### config.mk
export PLATFORM = sky130hd
export DESIGN_NAME = step_pulse_train_generator_unit
export DESIGN_NICKNAME = d
export VERILOG_FILES = /design/src/hdl/sptg_pkg.sv /design/src/hdl/sptg_div.sv /design/src/hdl/sptg_dp.sv /design/src/hdl/sptg_ctrl.sv /design/src/hdl/step_pulse_train_generator_unit.sv
export SDC_FILE = /design/constraint.sdc
export NUM_CORES = 1
export LEC_CHECK = 0
export BUFFER_PORTS_ARGS = -buffer_cell sky130_fd_sc_hd__buf_2
export CORE_MARGIN = 3
export CORE_UTILIZATION = 35
export DETAILED_ROUTE_END_ITERATION = 10
export PLACE_DENSITY_LB_ADDON = 0.05
export SYNTH_ARGS = -nofsm -noshare
export SYNTH_HDL_FRONTEND = slang
export SYNTH_SLANG_ARGS = --single-unit
### constraint.sdc
create_clock -name i_clk -period 5.3 [get_ports i_clk]
set_input_delay 0.265 -clock i_clk [delete_from_list [all_inputs] [get_ports i_clk]]
set_output_delay 0.265 -clock i_clk [all_outputs]
set_load 0.05 [all_outputs]
### src/hdl/sptg_pkg.sv
// Shared types and constants for the step pulse train generator.
// Used by every module under hdl; no dependencies.
package sptg_pkg;

    localparam int BLOCK_STEPS_DEF      = 64;
    localparam int TICKS_PER_SECOND_DEF = 1000000;

    localparam int CNT_W    = 31;
    localparam int FREQ_W   = 20;
    localparam int PERIOD_W = 18;
    localparam int CFG_IDX_W = 1;

    localparam logic [PERIOD_W-1:0] HIGH_TICKS = PERIOD_W'(2);
    localparam logic [PERIOD_W-1:0] MIN_PERIOD = PERIOD_W'(4);
    localparam logic [PERIOD_W-1:0] PERIOD_MAX = PERIOD_W'(262143);
    localparam logic [FREQ_W-1:0]   MIN_FREQ   = FREQ_W'(16);

    localparam logic [CNT_W-1:0]  TOTAL_RST = CNT_W'(1);
    localparam logic [FREQ_W-1:0] FREQ_RST  = FREQ_W'(1000);

    localparam logic [CFG_IDX_W-1:0] REG_TOTAL_STEPS  = CFG_IDX_W'(0);
    localparam logic [CFG_IDX_W-1:0] REG_STEP_FREQ_HZ = CFG_IDX_W'(1);

    typedef struct packed {
        logic start_req;
        logic stop_req;
    } t_in_word;

    typedef struct packed {
        logic             step_level;
        logic             busy_res;
        logic [CNT_W-1:0] steps_completed;
        logic             start_rejected;
    } t_out_word;

    typedef struct packed {
        logic load;
        logic div_start;
        logic apply;
    } t_cmd;

    typedef struct packed {
        logic need_div;
        logic div_done;
    } t_sts;

endpackage

### src/hdl/sptg_div.sv
// Restoring divider, one quotient bit per cycle.
// Depends on sptg_pkg for the divisor width.
module sptg_div #(
    parameter int DVD_W = 20
) (
    input  logic                          i_clk,
    input  logic                          i_rst_n,
    input  logic                          i_start,
    input  logic [DVD_W-1:0]              i_dividend,
    input  logic [sptg_pkg::FREQ_W-1:0]   i_divisor,
    output logic                          o_done,
    output logic [DVD_W-1:0]              o_quot
);

    localparam int FW = sptg_pkg::FREQ_W;
    localparam int CW = $clog2(DVD_W + 1);

    logic [DVD_W-1:0] r_quot, n_quot;
    logic [FW-1:0]    r_rem, n_rem;
    logic [FW-1:0]    r_dvs;
    logic [CW-1:0]    r_cnt;
    logic             r_busy;
    logic             r_done;
    logic [FW:0]      rem_sh;
    logic [FW:0]      rem_sub;
    logic             ge;

    always_comb begin
        rem_sh  = {r_rem, r_quot[DVD_W-1]};
        rem_sub = rem_sh - {1'b0, r_dvs};
        ge      = (rem_sh >= {1'b0, r_dvs});
        n_rem   = ge ? rem_sub[FW-1:0] : rem_sh[FW-1:0];
        n_quot  = {r_quot[DVD_W-2:0], ge};
    end

    always_ff @(posedge i_clk) begin
        if (!i_rst_n) begin
            r_busy <= 1'b0;
            r_done <= 1'b0;
            r_cnt  <= '0;
        end else begin
            r_done <= 1'b0;
            if (i_start) begin
                r_busy <= 1'b1;
                r_cnt  <= CW'(DVD_W);
                r_rem  <= '0;
                r_quot <= i_dividend;
                r_dvs  <= i_divisor;
            end else if (r_busy) begin
                r_rem  <= n_rem;
                r_quot <= n_quot;
                r_cnt  <= r_cnt - 1'b1;
                if (r_cnt == CW'(1)) begin
                    r_busy <= 1'b0;
                    r_done <= 1'b1;
                end
            end
        end
    end

    assign o_done = r_done;
    assign o_quot = r_quot;

endmodule

### src/hdl/sptg_dp.sv
// Datapath: config registers, train state, period divider and result register.
// Depends on sptg_pkg and sptg_div.
module sptg_dp #(
    parameter int BLOCK_STEPS      = sptg_pkg::BLOCK_STEPS_DEF,
    parameter int TICKS_PER_SECOND = sptg_pkg::TICKS_PER_SECOND_DEF
) (
    input  logic                              i_clk,
    input  logic                              i_rst_n,
    input  sptg_pkg::t_cmd                    i_cmd,
    output sptg_pkg::t_sts                    o_sts,
    input  sptg_pkg::t_in_word                i_in_word,
    input  logic                              i_cfg_we,
    input  logic [sptg_pkg::CFG_IDX_W-1:0]    i_cfg_index,
    input  logic [sptg_pkg::CNT_W-1:0]        i_cfg_data,
    output sptg_pkg::t_out_word               o_out_word
);

    localparam int CW   = sptg_pkg::CNT_W;
    localparam int FW   = sptg_pkg::FREQ_W;
    localparam int PW   = sptg_pkg::PERIOD_W;
    localparam int TW   = $clog2(TICKS_PER_SECOND + 1);
    localparam int QW   = (TW > PW) ? TW : PW;
    localparam int SIBW = $clog2(BLOCK_STEPS + 1);

    logic [CW-1:0]   r_total;
    logic [FW-1:0]   r_freq;
    sptg_pkg::t_in_word  r_in;
    sptg_pkg::t_out_word r_out, n_out;

    logic            r_run, n_run;
    logic [PW-1:0]   r_period, n_period;
    logic [PW-1:0]   r_tip, n_tip;
    logic [CW-1:0]   r_rem, n_rem;
    logic [SIBW-1:0] r_sib, n_sib;
    logic [CW-1:0]   r_done, n_done;

    logic [FW-1:0]   divisor;
    logic [TW-1:0]   quot;
    logic            div_done;
    logic [QW-1:0]   q_ext;
    logic [PW-1:0]   p_sat;
    logic [PW-1:0]   p_calc;
    logic [PW-1:0]   tip_inc;
    logic [SIBW-1:0] sib_inc;
    logic [CW-1:0]   rem_dec;
    logic            cfg_zero;

    assign divisor  = (r_freq < sptg_pkg::MIN_FREQ) ? sptg_pkg::MIN_FREQ : r_freq;
    assign cfg_zero = (r_total == '0) || (r_freq == '0);

    sptg_div #(
        .DVD_W (TW)
    ) u_div (
        .i_clk      (i_clk),
        .i_rst_n    (i_rst_n),
        .i_start    (i_cmd.div_start),
        .i_dividend (TW'(TICKS_PER_SECOND)),
        .i_divisor  (divisor),
        .o_done     (div_done),
        .o_quot     (quot)
    );

    always_comb begin
        q_ext  = QW'(quot);
        p_sat  = (q_ext > QW'(sptg_pkg::PERIOD_MAX)) ? sptg_pkg::PERIOD_MAX : q_ext[PW-1:0];
        p_calc = (p_sat < sptg_pkg::MIN_PERIOD) ? sptg_pkg::MIN_PERIOD : p_sat;
    end

    always_comb begin
        n_run    = r_run;
        n_period = r_period;
        n_tip    = r_tip;
        n_rem    = r_rem;
        n_sib    = r_sib;
        n_done   = r_done;
        n_out    = '0;
        tip_inc  = r_tip + 1'b1;
        sib_inc  = r_sib + 1'b1;
        rem_dec  = (r_rem != '0) ? (r_rem - 1'b1) : '0;

        if (r_run) begin
            if (r_in.stop_req) begin
                n_run = 1'b0;
                n_tip = '0;
                n_rem = '0;
                n_sib = '0;
            end else begin
                n_out.busy_res   = 1'b1;
                n_out.step_level = (r_tip < sptg_pkg::HIGH_TICKS);
                if (tip_inc >= r_period) begin
                    n_tip = '0;
                    n_rem = rem_dec;
                    if ((sib_inc == SIBW'(BLOCK_STEPS)) || (rem_dec == '0)) begin
                        n_done = r_done + CW'(sib_inc);
                        n_sib  = '0;
                    end else begin
                        n_sib = sib_inc;
                    end
                    if (rem_dec == '0) begin
                        n_run = 1'b0;
                    end
                end else begin
                    n_tip = tip_inc;
                end
            end
        end

        if (r_in.start_req) begin
            if (r_run || cfg_zero) begin
                n_out.start_rejected = 1'b1;
            end else begin
                n_period         = p_calc;
                n_tip            = PW'(1);
                n_rem            = r_total;
                n_sib            = '0;
                n_done           = '0;
                n_run            = 1'b1;
                n_out.busy_res   = 1'b1;
                n_out.step_level = 1'b1;
            end
        end

        n_out.steps_completed = n_done;
    end

    always_ff @(posedge i_clk) begin
        if (!i_rst_n) begin
            r_total  <= sptg_pkg::TOTAL_RST;
            r_freq   <= sptg_pkg::FREQ_RST;
            r_run    <= 1'b0;
            r_period <= sptg_pkg::MIN_PERIOD;
            r_tip    <= '0;
            r_rem    <= '0;
            r_sib    <= '0;
            r_done   <= '0;
        end else begin
            if (i_cfg_we) begin
                unique case (i_cfg_index)
                    sptg_pkg::REG_TOTAL_STEPS:  r_total <= i_cfg_data;
                    sptg_pkg::REG_STEP_FREQ_HZ: r_freq  <= i_cfg_data[FW-1:0];
                    default: ;
                endcase
            end
            if (i_cmd.apply) begin
                r_run    <= n_run;
                r_period <= n_period;
                r_tip    <= n_tip;
                r_rem    <= n_rem;
                r_sib    <= n_sib;
                r_done   <= n_done;
            end
        end
    end

    always_ff @(posedge i_clk) begin
        if (i_cmd.load) begin
            r_in <= i_in_word;
        end
        if (i_cmd.apply) begin
            r_out <= n_out;
        end
    end

    assign o_sts.need_div = i_in_word.start_req && !r_run && !cfg_zero;
    assign o_sts.div_done = div_done;
    assign o_out_word     = r_out;

endmodule

### src/hdl/sptg_ctrl.sv
// Controller state machine: handshakes and datapath commands.
// Depends on sptg_pkg.
module sptg_ctrl (
    input  logic            i_clk,
    input  logic            i_rst_n,
    input  logic            i_in_valid,
    output logic            o_in_ready,
    output logic            o_out_valid,
    input  logic            i_out_ready,
    input  sptg_pkg::t_sts  i_sts,
    output sptg_pkg::t_cmd  o_cmd
);

    typedef enum logic [1:0] {
        S_IDLE,
        S_DIV,
        S_APPLY,
        S_OUT
    } t_state;

    t_state r_state, n_state;

    always_comb begin
        n_state = r_state;
        o_cmd   = '0;
        unique case (r_state)
            S_IDLE: begin
                if (i_in_valid) begin
                    o_cmd.load = 1'b1;
                    if (i_sts.need_div) begin
                        o_cmd.div_start = 1'b1;
                        n_state         = S_DIV;
                    end else begin
                        n_state = S_APPLY;
                    end
                end
            end
            S_DIV: begin
                if (i_sts.div_done) begin
                    n_state = S_APPLY;
                end
            end
            S_APPLY: begin
                o_cmd.apply = 1'b1;
                n_state     = S_OUT;
            end
            S_OUT: begin
                if (i_out_ready) begin
                    n_state = S_IDLE;
                end
            end
            default: n_state = S_IDLE;
        endcase
    end

    always_ff @(posedge i_clk) begin
        if (!i_rst_n) begin
            r_state <= S_IDLE;
        end else begin
            r_state <= n_state;
        end
    end

    assign o_in_ready  = (r_state == S_IDLE);
    assign o_out_valid = (r_state == S_OUT);

endmodule

### src/hdl/step_pulse_train_generator_unit.sv
// Step pulse train generator, top level; one input word per tick, one result word each.
// An accepted word is loaded, applied and then presented as a valid result; a start taken
// while idle (nonzero config) first runs the period divider, one quotient bit per cycle.
// Words are handled one at a time: no new word is accepted until the divider, if needed,
// has finished and the result word has been taken.
// Reset (synchronous, active low): idle, total_steps 1, step_freq_hz 1000.
module step_pulse_train_generator_unit #(
    parameter int BLOCK_STEPS      = sptg_pkg::BLOCK_STEPS_DEF,
    parameter int TICKS_PER_SECOND = sptg_pkg::TICKS_PER_SECOND_DEF
) (
    input  logic                              i_clk,
    input  logic                              i_rst_n,
    input  logic                              i_in_valid,
    output logic                              o_in_ready,
    input  sptg_pkg::t_in_word                i_in_word,
    output logic                              o_out_valid,
    input  logic                              i_out_ready,
    output sptg_pkg::t_out_word               o_out_word,
    input  logic                              i_cfg_valid,
    output logic                              o_cfg_ready,
    input  logic [sptg_pkg::CFG_IDX_W-1:0]    i_cfg_index,
    input  logic [sptg_pkg::CNT_W-1:0]        i_cfg_data
);

    sptg_pkg::t_cmd cmd;
    sptg_pkg::t_sts sts;

    assign o_cfg_ready = 1'b1;

    sptg_ctrl u_ctrl (
        .i_clk       (i_clk),
        .i_rst_n     (i_rst_n),
        .i_in_valid  (i_in_valid),
        .o_in_ready  (o_in_ready),
        .o_out_valid (o_out_valid),
        .i_out_ready (i_out_ready),
        .i_sts       (sts),
        .o_cmd       (cmd)
    );

    sptg_dp #(
        .BLOCK_STEPS      (BLOCK_STEPS),
        .TICKS_PER_SECOND (TICKS_PER_SECOND)
    ) u_dp (
        .i_clk       (i_clk),
        .i_rst_n     (i_rst_n),
        .i_cmd       (cmd),
        .o_sts       (sts),
        .i_in_word   (i_in_word),
        .i_cfg_we    (i_cfg_valid),
        .i_cfg_index (i_cfg_index),
        .i_cfg_data  (i_cfg_data),
        .o_out_word  (o_out_word)
    );

endmodule

==> flow_metrics.py <==
metrics = {
    "final_layout": {
        "area.growth.synth_to_final_pct": 14.3,
        "utilization_pct": 40.9,
        "most-common-layout-cells": "199 x nand2_1, 166 x dfxtp_1, 134 x nor2_1",
        "finalNetCount": 1822,
        "layout-drive-gt1-share_pct": 10.0,
        "mostFrequentLayoutCell": "nand2_1",
        "antenna_cells": 0,
    },
    "critical_path": {
        "path_cells": "ha_1, and3_1, and3_1, and3_1, and3_1, and3_1, nand3_1, xnor2_1, ha_1, o211ai_1, nor2_1, inv_1, o21ai_0, nand3_1, nor3_4, buf_12, buf_4, o21ai_1, a32oi_1, nor2b_1",
        "endpoint_kind": "flop",
        "crit_fanout": 12,
        "crit_start": "u_dp.r_tip[0]",
        "ff2ff_setup_slack_ps": 510,
        "cp-start-kind": "flop",
        "r2r_start": "u_dp.r_tip[0]",
        "path_delay_family": "simple AND/OR/NAND/NOR gates",
        "critPathBufInv": 3,
        "cp_common_cell": "and3_1",
        "worstSetupPathType": "reg -> reg",
        "cpMaxStageDelayCell": "dfxtp_1",
        "cp.required_ps": 5720,
        "critical_path_arrival_ps": 5210,
        "max_stage_delay_ps": 420,
    },
    "placement": {
        "post-dp-hpwl_um": 29700,
        "dp_slack_ps": 340,
        "portBuffers": 74,
        "gp_congestion": 0.874,
    },
    "global_route": {
        "grt.total_usage_pct": 19.3,
        "grt_max_degree": 64,
        "overflow": 0,
        "first_global_vias": 12000,
        "antenna_found_initial": 0,
        "grt_pass1_wl_um": 68500,
    },
    "clock_tree": {
        "cts_inserted_buffers": 34,
        "cts.clk_slew.worst_paths_ps": 60,
        "postCtsResizedCells": 0,
        "cts_tree": "built",
        "clk-insertion-delay-late_ps": 530,
        "clock_path_buffers": 3,
        "clock-sinks": 262,
        "htreeDepth": 2,
        "cts_root_buffer": "clkbuf_16",
    },
    "route": {
        "drt-initial-drc-count": 785,
        "wl_met3_um": 1990,
        "detailroute.wirelength.met2_um": 19100,
        "routed.top_layer": "met4",
        "firstDrtPassIters": 5,
        "routedWlPerCell_um": 18.9,
        "route.detailed.drc": 0,
        "drt-total-wl_um": 43000,
        "dr_total_vias": 12300,
        "drtAntennaViolNets": 0,
        "vias_per_cell": 5.38,
        "wl_met1_um": 21000,
    },
    "sta": {
        "slew_headroom_pct": 27.8,
        "finalHoldViolations": 0,
        "tns_ps": 0,
        "setup_viol_count_final": 0,
        "tightest_slew_ps": 1080,
        "holdWs_ps": 22.6,
        "fin_skew_ps": 17.6,
        "fin_ws_ps": 510,
        "fin_crit_sh_pct": 90.4,
        "min_period_ps": 4790,
        "rsz0062_at_grt": "no",
        "slew_viol_final": 0,
        "fmax_mhz": 209,
    },
    "synthesis": {
        "synthXorXnorAreaFrac_pct": 4.33,
        "synth_adder_area_share_pct": 5.02,
        "ys_types": 80,
        "ys_ff_latch": 262,
        "synth_async_sr_flop_share_pct": 0,
        "yosys.area_share.simple_pct": 22.9,
        "yosys-mux-area-fraction_pct": 2.10,
        "synth_area_um2": 14800,
        "yosys-top-cells-area": "dfxtp_1 23%, edfxtp_1 20%, nand2_1 5.1%",
        "avgSynthCellArea_um2": 8.76,
        "ys_warn_count": 0,
        "synth_top_family_by_area": "simple AND/OR/NAND/NOR gates",
        "synth_edf_count": 96,
        "ys.flop_type": "dfxtp_1",
        "netlist.top_cell.by_area": "dfxtp_1",
        "ys_seq_area_share_pct": 42.0,
        "syn-num-nets": 1782,
        "postSynthCellCount": 1685,
        "synth_compound_area_share_pct": 18.1,
        "synth_top_area_share_pct": 22.5,
    },
    "flow_run": {
        "max_cap_viol_count": 0,
    },
    "run_status": {
        "status": "completed",
    },
    "floorplan": {
        "core_area_um2": 41200,
        "rows": 74,
        "die_w_um": 211,
        "pin_count": 76,
        "die_h_um": 211,
        "start_util_pct": 35.8,
        "die_area_um2": 44700,
    },
    "power": {
        "powerDensity_nw_per_um2": 450,
        "ir_drop_v": 0.000207,
        "leakage_uw": 0.00652,
    },
    "min_path": {
        "hold_path_class": "in -> reg",
        "min_from": "i_cfg_data[24]",
    },
}
cell families after synthesis:
logic type               Yosys count
buffers and inverters            203
flip-flops                       262
multiplexers                      31
adder cells (fa/ha/maj)           58
AND/OR/NAND/NOR                  665
AO/OA/AOI/OAI                    392
other                              1
XOR/XNOR                          73
layer usage:
layer  GRT usage (%)  vias up
li1                -     6127
met1            28.0     5847
met2            29.9      249
met3            3.17       60
met4            5.20        0
met5               0        -
Yosys cell counts, types with 30 or more instances:
library cell,instances
nand2_1,200
nand3_1,48
mux2i_1,31
nand4_1,30
ha_1,56
a21oi_1,74
a21boi_0,62
clkbuf_1,100
inv_1,84
edfxtp_1,96
nor2_1,135
xor2_1,35
xnor2_1,38
nor3_1,42
nor4_1,36
dfxtp_1,166
o21ai_0,69
flip-flops by register name (all words and copies together) (netlist names), 2 cells and up:
name and flops:
u_dp.r_in 2, u_dp.r_done 31, u_dp.u_div.r_rem 20, u_dp.u_div.r_dvs 20, u_dp.u_div.r_cnt 5, u_dp.r_freq 20, u_dp.o_out_word 34, u_dp.r_tip 18
u_dp.r_period 18, u_dp.u_div.o_quot 20, u_ctrl.r_state 2, u_dp.r_sib 7, u_dp.r_rem 31, u_dp.r_total 31
timing repair:
action	in CTS	in global routing
setup buffers	0	1
endpoints found under the setup margin	0	12
hold buffers	24	0
hold endpoints to repair	29	0
worst reg2reg max path, stage by stage, from the launching register on:
cell,delay [ps]
dfxtp_1,420
ha_1,270
and3_1,260
and3_1,250
and3_1,250
and3_1,240
and3_1,270
nand3_1,170
xnor2_1,170
ha_1,290
o211ai_1,90
nor2_1,160
inv_1,70
o21ai_0,230
nand3_1,380
nor3_4,320
buf_12,170
buf_4,200
o21ai_1,170
a32oi_1,230
nor2b_1,70
stage by stage:
step,total power [uW],instances,cell area [um^2]
after floorplan,4550,1685,14800
after global placement,5350,2196,15500
after detailed placement,5340,2196,15500
after CTS,7680,2280,16900
after global routing,8070,2281,16900
final,7590,2281,16900
worst paths after layout:
path | endpoint | depth (start not counted)
worst min register to register | u_dp.u_div.r_dvs[8] | 0
worst max-delay path | u_dp.r_done[3] | 20
worst max register to register | u_dp.r_done[3] | 20
worst min-delay path | u_dp.r_total[24] | 3
cell type report:
| class | instances | area, um^2 |
|---|---|---|
| clock buffers | 47 | 973 |
| clock inverters | 13 | 120 |
| fillers | 4151 | 24300 |
| inverters | 84 | 315 |
| multi-input cells | 1220 | 7780 |
| flip-flops and latches | 262 | 6210 |
| well taps | 532 | 666 |
| repair buffers | 123 | 813 |
power breakdown:
part / internal [uW] / switching [uW]
logic: 862 / 1870
registers: 2390 / 179
clock network: 1380 / 899
No activity file was read; power rests on OpenSTA's default activity.
